## config.mk

```make
export PLATFORM = sky130hd
export DESIGN_NAME = pptsch_pick
export DESIGN_NICKNAME = d
export VERILOG_FILES = /design/src/sv/assert_macros.svh /design/src/sv/pptsch_pkg.sv /design/src/sv/pptsch_pick.sv
export SDC_FILE = /design/constraint.sdc
export NUM_CORES = 1
export LEC_CHECK = 0
export BUFFER_PORTS_ARGS = -buffer_cell sky130_fd_sc_hd__clkbuf_2
export CORE_MARGIN = 2
export CORE_UTILIZATION = 52
export CTS_CLUSTER_DIAMETER = 100
export DETAILED_ROUTE_END_ITERATION = 7
export HOLD_SLACK_MARGIN = 0.08
export PLACE_DENSITY = 0.78
export SYNTH_ARGS = -nofsm -noshare
export SYNTH_HDL_FRONTEND = slang
export SYNTH_SLANG_ARGS = --single-unit
```

## constraint.sdc

```tcl
create_clock -name clk -period 4.1 [get_ports clk]
set_clock_uncertainty 0.15 [all_clocks]
set_input_delay 0.41 -clock clk [delete_from_list [all_inputs] [get_ports clk]]
set_output_delay 0.41 -clock clk [all_outputs]
set_load 0.005 [all_outputs]
```

## src/sv/assert_macros.svh

```systemverilog
// Assertion helpers for the scheduler unit; clocked on clk, off during rst.
`ifndef ASSERT_MACROS_SVH
`define ASSERT_MACROS_SVH

// Property must hold at every clock edge outside reset.
`define ASSERT_CLK(label, prop, msg) \
  label: assert property (@(posedge clk) disable iff (rst) prop) else $error(msg);

// Condition must never be true outside reset.
`define ASSERT_NEVER(label, cond, msg) \
  `ASSERT_CLK(label, !(cond), msg)

`endif

```

## src/sv/pptsch_pkg.sv

```systemverilog
package pptsch_pkg;

  localparam int SLOTS_DEF      = 32;
  localparam int TIME_WIDTH_DEF = 32;

  // operation codes
  localparam logic OP_ADD  = 1'b0;
  localparam logic OP_TICK = 1'b1;

  typedef enum logic [1:0] {
    ST_ADD_OK   = 2'd0,
    ST_ADD_FULL = 2'd1,
    ST_RAN      = 2'd2,
    ST_IDLE     = 2'd3
  } status_t;

  typedef struct packed {
    logic        op;
    logic [7:0]  job_id;
    logic [15:0] burst_time;
    logic [7:0]  priority_level;
  } sched_in_t;

  typedef struct packed {
    status_t     status;
    logic [7:0]  run_id;
    logic        finished;
    logic [31:0] turnaround;
    logic [31:0] response;
    logic [31:0] tick_now;
  } sched_out_t;

  // per-slot bookkeeping kept in the meta RAM
  typedef struct packed {
    logic [7:0]  job;
    logic [15:0] remaining;
    logic [7:0]  prio;
    logic [15:0] seq;
    logic        started;
  } slot_meta_t;

  // ordering key: higher prio first, then larger age
  typedef struct packed {
    logic [7:0]  prio;
    logic [15:0] age;
  } pick_key_t;

endpackage

```

## src/sv/pptsch_pick.sv

```systemverilog
module pptsch_pick import pptsch_pkg::*; #(
  parameter int IDX_W = 5
) (
  input  logic             clk,
  input  logic             rst,
  input  logic             clear,
  input  logic             cand_en,
  input  logic [IDX_W-1:0] cand_idx,
  input  pick_key_t        cand_key,
  output logic             found,
  output logic [IDX_W-1:0] best_idx
);

  pick_key_t best_key;
  logic      win;

  // strict compare: on a full tie the earlier (lower) slot stays
  always_comb begin
    win = !found ||
          (cand_key.prio > best_key.prio) ||
          ((cand_key.prio == best_key.prio) && (cand_key.age > best_key.age));
  end

  always_ff @(posedge clk) begin
    if (rst) begin
      found <= 1'b0;
    end else if (clear) begin
      found <= 1'b0;
    end else if (cand_en && win) begin
      found    <= 1'b1;
      best_idx <= cand_idx;
      best_key <= cand_key;
    end
  end

endmodule

```

**Word-level counts from Yosys, hierarchy flattened**

Index checks and enable logic that the tools add are counted.
W data, S select, Z words.

- $add $sub $neg: 0
- Multipliers: 0
- Divide/modulo/power cells: 0
- Order comparisons: 2
- Eq/ne operators: 1
- Shifts and indexed selects: 0
- Mux-type cells: 0
- Bitwise logic cells: 2
- Reductions and logical operators: 7

Operators with widths:

| operator | count |
|---|---|
| $gt A16 B16 Y1 | 1 |
| $eq A8 B8 Y1 | 1 |
| $gt A8 B8 Y1 | 1 |
| $reduce_and A3 Y1 | 1 |
| $logic_and A1 B1 Y1 | 2 |
| $logic_or A1 B1 Y1 | 2 |
| $not A1 Y1 | 2 |
| $reduce_or A2 Y1 | 1 |
| $logic_not A1 Y1 | 1 |

- Bits in registers: 30
- Latch bits: 0
- Bits in writable memories: 0
- Memory bits (read-only): 0
- Input port bits: 33
- Output and inout port bits: 6
- Word-level logic and storage cells: 16
- Memories: 0

**Longest topological paths before layout**

- Word-level depth: 5
- Gate-level depth with buffers: 7
- Gate-level depth less buffers: 7

**Worst setup path after synthesis**

OpenSTA, ideal clock, no wires.

- Path kind: input to register
- Start: in cand_key[22] (netlist bit)
- End: reg best_idx[0] (enable)
- Setup time: 0.429 ns
- Arrival: 2.681 ns
- Data required time: 3.521 ns
- Slack: 0.840 ns
- Stages: 5
- Buffers on the path: 0
- Cells stage by stage: ha_1 -> nand4_1 -> nor2_1 -> or2_2 -> o221ai_1

- Cells in the longest elaborated chain, start to end: 5
- Elaborated cells on any way between the ends: 7
- Those cells by class: 1 x order compare; 1 x eq/ne; 5 x reduce/logical

Ends and longest elaborated chain:

| item | line | RTL |
|---|---|---|
| from (decl) | pptsch_pick.sv:9 | `input pick_key_t cand_key,` |
| $gt A8 B8 Y1 / $eq A8 B8 Y1 (equally long branches) | pptsch_pick.sv:20, pptsch_pick.sv:21 |  |
| $logic_or A1 B1 Y1 / $logic_and A1 B1 Y1 (equally long branches) | pptsch_pick.sv:19, pptsch_pick.sv:21 |  |
| $logic_or A1 B1 Y1 (*) | pptsch_pick.sv:20 | `(cand_key.prio > best_key.prio) \|\|` |
| $logic_and A1 B1 Y1 (*) | pptsch_pick.sv:29 | `end else if (cand_en && win) begin` |
| $reduce_and A3 Y1 (no line) (*) | - |  |
| to (signal assigned) | pptsch_pick.sv:31 | `best_idx <= cand_idx;` |
| to (decl) | pptsch_pick.sv:11 | `output logic [IDX_W-1:0] best_idx` |

Mark *: on every way between the ends. The rest lies on a longest branch, timed or not.
A chain may end at the register's enable or synchronous reset.

**Worst setup path after layout**

- Start: reg best_key[15] (netlist bit)
- End: reg best_key[12] (netlist bit) (enable)

- Cells in the longest elaborated chain, start to end: 5

Ends and longest elaborated chain:

| item | line | RTL |
|---|---|---|
| from (decl) | pptsch_pick.sv:14 | `pick_key_t best_key;` |
| from (signal assigned) | pptsch_pick.sv:32 | `best_key <= cand_key;` |
| $gt A16 B16 Y1 | pptsch_pick.sv:21 | `((cand_key.prio == best_key.prio) && (cand_key.age > best_key.age));` |
| $logic_and A1 B1 Y1 | pptsch_pick.sv:21 |  |
| $logic_or A1 B1 Y1 | pptsch_pick.sv:20 |  |
| $logic_and A1 B1 Y1 | pptsch_pick.sv:29 |  |
| $reduce_and A3 Y1 (no line) | - |  |

Every way passes these cells.

==> impl_metrics.csv <==
group,metric,value,unit
status,status,"finished, final reports clean",
cts,path_clk_slew,0.08,ns
place,dp.cells,189,
floorplan,start_util,55.24,%
run,max_cap_viol_count,0,
timing,maxSlewHeadroom,54.47,%
layout,post-route-util,65.59,%
setup_path,crit_fanout,18,
setup_path,crit_path_end_kind,"flop",
floorplan,io_pins,39,
power,p_sw,0.1362,mW
timing,setup_viol,0,
global_route,antenna_found_initial,0,
route,drt_first_pass_iters,4,
synthesis,yosys_warnings,0,
synthesis,syn_inst,119,
cts,clk_path_buf_depth,2,
route,drtIter0Drc,16,
synthesis,yosys_most_used_dff,"edfxtp_1",
layout,ff_latch_area,890.9,um^2
cts,cts_tree,"built",
synthesis,synth_top_area_cell,"edfxtp_1",
power,pwr-share-comb,12.7,%
synthesis,seq_area_frac_synth,57.98,%
power,power,0.5874,mW
synthesis,synth_nets,176,
cts,htreeDepth,2,
global_route,grt.total_usage,17.63,%
synthesis,yosysTopAreaCellShare,56.68,%
cts,cts.repair.resized,0,
power,p_clk_share,26.7,%
floorplan,placementRows,19,
route,drt-total-wl,2600,um
cts,cts_setup_buffers,0,
synthesis,synth_common_cells,"edfxtp_1 (29), ha_1 (24), inv_1 (24)",
power,p_per_area,322.0,nW/um^2
cts,cts.sinks,30,
layout,final_cells,196,
synthesis,async_reset_ff_share,0,%
floorplan,die_x,58.36,um
synthesis,synth_area_leaders,"edfxtp_1 (57%), ha_1 (20%), inv_1 (5.9%), a21oi_1 (3.3%), and4_4 (1.5%)",
layout,n_antenna_cell,0,
cts,root_buffer,"clkbuf_4",
power,p_int,0.4513,mW
route,routed_via_density,5.245,
layout,multiInputGateArea,561.8,um^2
timing,finalCritPeriodShare,64.84,%
power,seqPwrFrac,60.5,%
floorplan,core_area,2781,um^2
global_route,grt_overflow_total,0,
timing,hold_viol,0,
power,max-vdd-ir-drop,0.2989,mV
route,drtAntennaViolNets,0,
setup_path,crit_required,4.02,ns
synthesis,synth.most_common_cell,"edfxtp_1",
cts,numCtsBuffers,5,
cts,clock_latency,0.32,ns
place,hpwlAfterDp,2064,um
global_route,grt_pass1_wl,4333,um
cts,cts_hold_buf,0,
layout,post_route_cells_drive_above_1_share,29.70,%
setup_path,reg2reg_depth,8,
synthesis,avgSynthCellArea,12.91,um^2
route,drc,0,
power,sw_frac_of_total,23.18,%
synthesis,synth-seq-cells,30,
timing,hold_ws,0.1072,ns
timing,tightestPinTransition,0.6830,ns
setup_path,crit_type,"flop to flop",
power,p_leak,0.8563,nW
place,port_buffers,38,
timing,slew_viol_final,0,
floorplan,fp.dieArea,3405,um^2
timing,period_needed,2.658,ns
place,gp_congestion,0.7765,
timing,setup_tns,0,ns
worst_hold_path,min-delay-path-class,"primary input to flop",
floorplan,die_h,58.36,um
synthesis,synth-edff-count,29,
global_route,grt_max_degree,19,
setup_path,start_kind,"flop",
layout,nets,222,
route,wire_per_inst,13.27,um
route,vias,1028,
worst_hold_path,holdPathStages,1,
timing,rsz0062_at_grt,"false",
timing,max_freq,376.2,MHz
synthesis,syn_area,1536,um^2
synthesis,synth.distinct_cells,22,
global_route,grt_pass1_vias,1067,
layout,num-fill-cells,233,
setup_path,arrival,2.57,ns
layout,area_growth,18.73,%
metrics by stage:
| step | cell area (um^2) | setup slack (ns) |
|---|---|---|
| 6_report | 1824 | 1.442 |
| 5_1_grt | 1824 | 1.323 |
| 2_1_floorplan | 1536 | 0.8403 |
| 3_5_place_dp | 1779 | 1.262 |
| 4_1_cts | 1824 | 1.398 |
| 3_3_place_gp | 1779 | 1.343 |
area by class of cell:
type / count / share of cell area [%]
Sequential cell: 30 / 48.83
Multi-Input combinational cell: 65 / 30.80
Timing Repair Buffer: 39 / 10.84
Inverter: 24 / 4.938
Clock buffer: 7 / 2.469
Tap cell: 31 / 2.126
sequential cells by signal, summed over array words and instances (netlist names):
register / count
best_key: 24
best_idx: 5
found: 1
layout by cell type, fill, tap and decap left out:
cell / synthesis / final
clkbuf_2: 0 / 38
edfxtp_1: 29 / 29
inv_1: 24 / 24
ha_1: 24 / 24
a21oi_1: 10 / 10
nand2_1: 6 / 6
clkbuf_4: 0 / 5
nand4_1: 3 / 3
o21ai_0: 3 / 3
nor2_1: 2 / 2
nand3_1: 2 / 2
nor2b_1: 2 / 2
o211ai_1: 2 / 2
and4_4: 2 / 2
clkbuf_1: 0 / 2
a211oi_1: 1 / 1
or2_2: 1 / 1
and2_0: 1 / 1
a22o_1: 1 / 1
and4_1: 1 / 1
o2111a_1: 1 / 1
o41ai_2: 1 / 1
o221ai_2: 0 / 1
o21a_1: 1 / 1
dfxtp_1: 1 / 1
buf_4: 0 / 1
power groups by stage:
stage	clock, mW	sequential (mW)	combinational, mW
2_1_floorplan	0	0.363	0.0408
4_1_cts	0.164	0.356	0.0765
3_5_place_dp	0	0.363	0.0754
3_3_place_gp	0	0.362	0.0718
6_report	0.157	0.356	0.0748
5_1_grt	0.173	0.357	0.0877
kinds of logic (layout without fill, tap and decap cells):
kind of cell | count (synthesis) | after routing | share of synthesized area (%)
AND/OR/NAND/NOR | 20 | 20 | 7.492
AO/OA/AOI/OAI | 21 | 21 | 9.121
adder cells (fa/ha/maj) | 24 | 24 | 19.54
buffers and inverters | 24 | 70 | 5.863
flip-flops | 30 | 30 | 57.98
worst max-delay path: stages, from the launching register on:
cell and delay (ns):
edfxtp_1 0.38, inv_1 0.07, ha_1 0.25, and4_4 0.20, and2_0 0.14, a22o_1 0.21
o41ai_2 0.34, o221ai_2 0.34, buf_4 0.33
path summary, 6_finish.rpt:
kind                                             start  slack (ns)                     end
worst max-delay path            best_key[15]$_DFFE_PP_        1.44  best_key[12]$_DFFE_PP_
worst min register to register      found$_SDFFE_PP0P_        0.41      found$_SDFFE_PP0P_
worst max register to register  best_key[15]$_DFFE_PP_        1.44  best_key[12]$_DFFE_PP_
worst min-delay path                       cand_idx[1]        0.11   best_idx[1]$_DFFE_PP_
routing by layer:
layer	vias to the layer above	GRT usage, %	share of wire [%]
met3	8	5.055	6.5
li1	532	-	-
met1	458	20.03	44
met5	-	0	0
met2	30	29.21	47
met4	0	10.96	2.7
Note: power is estimated with default switching activity, not from simulation.
