===== src/sv/assert_macros.svh =====
// Assertion helpers for the scheduler unit; clocked on clk, off during rst.
`ifndef ASSERT_MACROS_SVH
`define ASSERT_MACROS_SVH

// Property must hold at every clock edge outside reset.
`define ASSERT_CLK(label, prop, msg) \
  label: assert property (@(posedge clk) disable iff (rst) prop) else $error(msg);

// Condition must never be true outside reset.
`define ASSERT_NEVER(label, cond, msg) \
  `ASSERT_CLK(label, !(cond), msg)

`endif


===== src/sv/pptsch_ram.sv =====
module pptsch_ram #(
  parameter int WIDTH = 8,
  parameter int DEPTH = 32
) (
  input  logic                     clk,
  input  logic                     we,
  input  logic [$clog2(DEPTH)-1:0] waddr,
  input  logic [WIDTH-1:0]         wdata,
  input  logic [$clog2(DEPTH)-1:0] raddr,
  output logic [WIDTH-1:0]         rdata
);

  logic [WIDTH-1:0] mem [DEPTH];

  always_ff @(posedge clk) begin
    if (we) begin
      mem[waddr] <= wdata;
    end
    rdata <= mem[raddr];
  end

endmodule


===== config.mk =====
export PLATFORM = sky130hd
export DESIGN_NAME = pptsch_ram
export DESIGN_NICKNAME = d
export VERILOG_FILES = /design/src/sv/assert_macros.svh /design/src/sv/pptsch_ram.sv
export SDC_FILE = /design/constraint.sdc
export NUM_CORES = 1
export LEC_CHECK = 0
export BUFFER_PORTS_ARGS = -buffer_cell sky130_fd_sc_hd__buf_4
export CORE_ASPECT_RATIO = 1.1
export CORE_MARGIN = 2
export CORE_UTILIZATION = 60
export CTS_CLUSTER_SIZE = 12
export DETAILED_ROUTE_END_ITERATION = 7
export PLACE_DENSITY_LB_ADDON = 0.3
export SLEW_MARGIN = 20
export SYNTH_ARGS = -nofsm -noshare
export SYNTH_HDL_FRONTEND = slang
export SYNTH_SLANG_ARGS = --single-unit

===== constraint.sdc =====
create_clock -name clk -period 3.7 [get_ports clk]
set_input_delay 0.74 -clock clk [delete_from_list [all_inputs] [get_ports clk]]
set_output_delay 0.74 -clock clk [all_outputs]
set_load 0.005 [all_outputs]

After elaboration in Yosys (flattened, before gate mapping):

Memories as Yosys holds them, arrays and structs flattened. A register that Yosys moved wholly into a read port is not among the register bits.
Cells that the tools add are included.

* bits in registers: 0
* bits in writable memories: 256
* output and inout bits: 8
* word-level logic and storage cells: 3
* memories kept: 1

* muxes and demuxes: 2

Memories
* mem: depth 32, bits a word 8, rd ports 1, clocked after memory_dff 1, wr ports 1, line pptsch_ram.sv:13 `logic [WIDTH-1:0] mem [DEPTH];`

Operator list (count)
* two-way mux 1 bit: 2

Longest topological paths before layout:

Gate-level depths: netlist of run 1.

* depth after elaboration: 2
* depth in mapped cells: 5
* gate-level depth less buffers: 3

Least setup slack after synthesis of run 1:

No wires, ideal clock.

* kind: input to register
* from: input port raddr[2]
* to: register rdata[0], read port of mem
* library setup time: 0.121 ns
* arrival: 2.422 ns
* setup slack: 1.158 ns
* stages on the path: 5
* buffers on the path: 2
* cells stage by stage: clkbuf_1 > clkbuf_1 > mux4_2 > mux4_2 > mux2_2

RTL lines
* start: declaration: line pptsch_ram.sv:9 `input logic [$clog2(DEPTH)-1:0] raddr,`
* end: declaration: line pptsch_ram.sv:10 `output logic [WIDTH-1:0] rdata`

==> impl_results.md, run 1 <==
- CTS Buffer Depth: 3
- Post-route clock skew: 0.0155 ns
- Cell count after synthesis: 417
- Flops & latches, synth: 264
- Final WS setup: 1.27 ns
- Total power draw: 6110 uW
- Initial Util: 0.614
- Vias: 4481
- Synthesized Nets: 437
- Fin nets: 476
- Io pins: 28
- Largest family of logic cells by synthesized area: multiplexers
- Synthesis Warnings: 0
- Ranking of synthesized cells by area: edfxtp_1 (76%), mux4_2 (18%), dfxtp_1 (1.6%)
- CP Launch Type: primary input
- Worst hold slack: 0.588 ns
- Htree depth: 1
- Chip Width: 127 microns
- Simple-gate area share of the yosys netlist: 0.0207
- I/O Buffers: 27
- Crit end category: flip-flop
- GP Congestion: 0.746
- Dominant cell type by area after synthesis: edfxtp_1
- Hold Fails Final Rpt: 0
- Iteration-0 DRC Markers: 552
- Placed cell count: 632
- Post-route insts no fill: 680
- CTS Sinks: 264
- Sequential share of the synthesized area: 0.781
- Commonest non-fill, non-tap cell in the layout: edfxtp_1
- Filler Cell Count: 950
- First-pass GRT wire length: 29.8 mm
- Pre-CTS WS: 0.693 ns
- Status: finished, final reports clean
- Worst reg2reg path endpoint: rdata[2]
- Post-CTS Setup Inserts: 0
- Std cell rows: 49
- Post-Route Setup TNS: 0 ns
- Root Buffer: clkbuf_16
- Drt wl/cell: 28.9 microns
- Setup Viol. Count Final: 0
- Slew Limit Headroom: 0.422
- Critical Path Fanout Max: 29
- Die span in y: 140 microns
- Arrival time worst endpoint: 2.84 ns
- Fmax: 412 MHz
- Share of post-route cells with drive strength above 1: 0.321
- Hold path endpoint: rdata[4]
- Multiplexer share of the synthesized area: 0.188
- Area of the die: 17800 sq um
- Worst Hold Launch: raddr[3]
- Period utilisation layout: 0.656
- PD cells: 543 nW/um^2
- DRC: 0
- Total CTS buffers: 26
- Worst r2r src: mem[30][2]
- Top-area cell type share of the netlist area: 0.765
- Worst-Skew Late Latency: 0.53 ns
- Compound-cell area share of the yosys netlist: 0
- Netlist cell types: 15
- Post-Syn Area: 10100 sq um
- Gr usage total: 0.232
- Maxcap violations: 0
- RSZ-0062 raised after global routing: no
- Clock slew seen by the registers of the worst setup and hold paths: 0.06 ns
- Setup CP Type: in -> reg
- Cell depth of the worst hold path: 2
- Fin. max-slew vios: 0
- DP HPWL: 12.2 mm
- LEAKAGE: 0.00351 uW
- CP Data Required Time: 4.11 ns
- Worst-Margin Slew: 0.863 ns
- Final ANT Viol Nets: 0
- R2R depth: 3
- Antenna violations before repair: 0
- Post-CTS sizing: 0
- Synth Area in Adders: 0
- Largest net degree at the start of global routing: 37
- Area Overhead vs Synth: 11.9%
- DRT Pass-1 Iters: 5
- Core area: 16400 sq um
- Tmin final: 2.43 ns
- Most frequent cells in the layout: edfxtp_1 (256), mux4_2 (80), nor2_1 (33)
- Worst ir drop on vdd: 0.347 mV
- Via density: 6.59
- Ant diodes: 0
- Reg2reg setup slack: 1.90 ns
- Hold_buf cts: 0
- Hold Crit Class: in -> reg
- Total grt overflow: 0
- Vias in the first global route: 4539
- Post-Synth XOR/XNOR Area: 0
- Synthesized area per cell: 24.1 sq um
- Drt total wl: 19.7 mm
- TritonCTS clock tree: yes
cell type report:
class | count | area [sq um] | share of cell area
sequential | 264 | 7850 | 0.697
multi-input combinational | 133 | 2100 | 0.187
clock buffer | 47 | 791 | 0.0703
timing repair buffer | 31 | 258 | 0.0229
tap | 204 | 255 | 0.0227
clock inverter | 1 | 3.75 | 0.000334
cells in the mapped netlist, drive strengths merged:
cell type / number
edfxtp: 256
nand2: 1
dfxtp: 8
or3b: 3
clkbuf: 6
or3: 1
buf: 14
mux4: 80
mux2: 8
nor2: 33
nand3: 2
nand3b: 5
cells by family (layout without fill, tap and decap cells):
| group | after synthesis | in the layout |
|---|---|---|
| muxes | 88 | 88 |
| and+or+nand+nor | 45 | 45 |
| buffers and inverters | 20 | 79 |
| DFF | 264 | 264 |
report_power, final:
group | internal [uW] | total [uW] | leakage [uW] | switching (uW)
Combinational | 146 | 316 | 0.000751 | 170
Clock | 1430 | 2450 | 0.000382 | 1030
Sequential | 3330 | 3350 | 0.00237 | 19.6
Total | 4900 | 6110 | 0.00351 | 1210
registers in the layout (all words and copies together) (netlist names):
name	flops
mem	256
rdata	8
metal layers:
layer,share of wire,GRT usage
met4,0.014,0.0486
met5,0,0
met1,0.43,0.371
met3,0.075,0.0373
met2,0.48,0.350
how the worst max path moves through the flow:
| stage | slack, ns | to | start | cells past startpoint |
|---|---|---|---|---|
| after floorplan | 1.16 | rdata[0] | raddr[2] | 5 |
| after CTS | 1.23 | rdata[4] | raddr[0] | 5 |
| after global routing | 1.16 | rdata[4] | raddr[0] | 5 |
| final | 1.27 | rdata[6] | raddr[0] | 5 |
| after global placement | 0.69 | rdata[4] | raddr[0] | 5 |
| after detailed placement | 0.69 | rdata[4] | raddr[0] | 5 |
metrics by stage:
| stage | utilization | instance area (sq um) |
|---|---|---|
| CTS | 0.688 | 11300 |
| global route | 0.688 | 11300 |
| floorplan | - | 10100 |
| global placement | 0.639 | 10500 |
| detailed placement | 0.639 | 10500 |
| finish | 0.688 | 11300 |
critical path, stage by stage:
cell    delay [ns]
buf_4         0.35
buf_12        0.31
mux4_2        0.57
mux4_2        0.54
mux2_2        0.28
Power figures use the tool's default switching activity.
==> run 2, diff against run 1 <==
CORE_UTILIZATION = 55   (was 60)
clock period = 2.1 ns   (was 3.7 ns; I/O delays follow)
==> run 2 against run 1 <==
Net effect:
- cell count up 10%
- sequential cell count unchanged
- combinational power is 86% higher
- register-to-register slack worse by 1.7 ns
- count of clock-buffer cells in the layout is 2 lower
- critical endpoint is now rdata[3]
- setup slack got worse by 1.0 ns
- routed wire length is 6.1% higher
- cell area increased by 3.4%
==> impl_results.md, run 2 (same netlist as run 1, synthesis figures left out) <==
- Crit end category: flip-flop (unchanged)
- Most frequent cells in the layout: edfxtp_1 (256), mux4_2 (80), buf_4 (59) (was edfxtp_1 (256), mux4_2 (80), nor2_1 (33))
- Final ANT Viol Nets: 0 (unchanged)
- Area of the die: 19400 sq um (was 17800 sq um)
- Period utilisation layout: 0.885
- Total grt overflow: 0 (unchanged)
- Initial Util: 0.565 (was 0.614)
- Drt total wl: 20.9 mm (was 19.7 mm)
- Worst hold slack: 0.279 ns (was 0.588 ns)
- Max reg flops: 256 (unchanged)
- Arrival time worst endpoint: 2.26 ns (was 2.84 ns)
- Fin nets: 513 (was 476)
- Vias in the first global route: 4767 (was 4539)
- Share of post-route cells with drive strength above 1: 0.371 (was 0.321)
- CTS Sinks: 264 (unchanged)
- LEAKAGE: 0.00373 uW (was 0.00351 uW)
- CP Data Required Time: 2.50 ns (was 4.11 ns)
- Core area: 17800 sq um (was 16400 sq um)
- Tmin final: 1.86 ns
- First-pass GRT wire length: 31.3 mm (was 29.8 mm)
- Slew Limit Headroom: 0.723 (was 0.422)
- Post-route clock skew: 0.00662 ns (was 0.0155 ns)
- RSZ-0062 raised after global routing: no (unchanged)
- Hold Crit Class: in -> reg (unchanged)
- DRC: 0 (unchanged)
- Die span in y: 146 microns (was 140 microns)
- Hold Fails Final Rpt: 0 (unchanged)
- Setup CP Type: reg -> reg (was in -> reg)
- Top flop regs: mem (256), rdata (8) (unchanged)
- Total CTS buffers: 27 (was 26)
- Pre-CTS WS: -0.230 ns (was 0.693 ns)
- Area Overhead vs Synth: 15.7% (was 11.9%)
- Post-CTS Setup Inserts: 0 (unchanged)
- Chip Width: 133 microns (was 127 microns)
- PD cells: 924 nW/um^2 (was 543 nW/um^2)
- CP max stage cell: mux4_2 (unchanged)
- Worst r2r src: mem[5][3] (was mem[30][2])
- I/O Buffers: 27 (unchanged)
- Commonest non-fill, non-tap cell in the layout: edfxtp_1 (unchanged)
- Setup Viol. Count Final: 0 (unchanged)
- DP Area: 10800 sq um (was 10500 sq um)
- Io pins: 28 (unchanged)
- Critical-path cell list: mux4_2, mux4_2, mux2_2 (was buf_4, buf_12, mux4_2, mux4_2, mux2_2)
- Root Buffer: clkbuf_16 (unchanged)
- TritonCTS clock tree: yes (unchanged)
- Std cell rows: 51 (was 49)
- Hold_buf cts: 0 (unchanged)
- Status: finished, final reports clean (unchanged)
- Post-CTS sizing: 0 (unchanged)
- Biggest register: mem (unchanged)
- CTS Buffer Depth: 3 (unchanged)
- GP Congestion: 0.796 (was 0.746)
- Worst ir drop on vdd: 0.698 mV (was 0.347 mV)
- Fmax: 538 MHz
- Fin. max-slew vios: 0 (unchanged)
- Total power draw: 10700 uW (was 6110 uW)
- Antenna violations before repair: 0 (unchanged)
- Vias: 4591 (was 4481)
- Crit-path max cell delay: 0.56 ns (was 0.57 ns)
- Final WS setup: 0.241 ns (was 1.27 ns)
- Finished Cell Area: 11600 sq um (was 11300 sq um)
- Worst Hold Launch: raddr[3] (unchanged)
- DRT Pass-1 Iters: 6 (was 5)
- Iteration-0 DRC Markers: 550 (was 552)
- Largest net degree at the start of global routing: 33 (was 37)
- Ant diodes: 0 (unchanged)
- Setup crit start: mem[5][3] (was raddr[0])
- CP Launch Type: flip-flop (was primary input)
- DP HPWL: 13.1 mm (was 12.2 mm)
- Gr usage total: 0.224 (was 0.232)
- Via density: 6.12 (was 6.59)
- Htree depth: 1 (unchanged)
- Maxcap violations: 0 (unchanged)
- Worst-Margin Slew: 0.415 ns (was 0.863 ns)
- Drt wl/cell: 27.8 microns (was 28.9 microns)
- Critical Path Fanout Max: 1 (was 29)
- Worst-Skew Late Latency: 0.52 ns (was 0.53 ns)
- Clock slew seen by the registers of the worst setup and hold paths: 0.06 ns (about the same)
- Most used cell, CP: mux4_2 (unchanged)
==> run 2: per-layer routing <==
metal	wire [microns]	vias up	share of wire	GRT usage
met5	0	-	0	0
met1	8540	2439	0.41	0.330
met2	10200	193	0.49	0.355
met3	1640	31	0.079	0.0428
met4	477	0	0.023	0.0586
li1	-	1928	-	-
==> run 2: final timing paths <==
check | to | slack (ns) | depth (start not counted)
hold reg to reg | rdata[4] | 0.91 | 3
hold / removal | rdata[6] | 0.28 | 2
setup reg to reg | rdata[3] | 0.24 | 3
setup / recovery | rdata[3] | 0.24 | 3
==> run 2: through the flow <==
step	utilization	cells	setup TNS, ns
final	0.654	750	0
after global routing	0.654	750	0
after CTS	0.654	750	0
after detailed placement	0.609	702	-1.40
after global placement	0.609	702	-1.45
after floorplan	-	417	0
==> run 2: worst max-delay path, delay by kind of cell, from the launching register on <==
family | cells | cell delay, ns
muxes | 3 | 1.37
DFF | 1 | 0.37
==> run 2: cell type report <==
class	instances	area, sq um
clock buffer	45	773
clock inverter	3	13.8
fill	1118	6170
multi-input combinational	133	2100
sequential	264	7850
tap	238	298
timing repair buffer	67	603
==> run 2: report_power, final <==
| group | switching, uW | total (uW) | internal [uW] |
|---|---|---|---|
| logic | 303 | 587 | 284 |
| clock network | 1790 | 4270 | 2480 |
| registers | 29.5 | 5890 | 5860 |
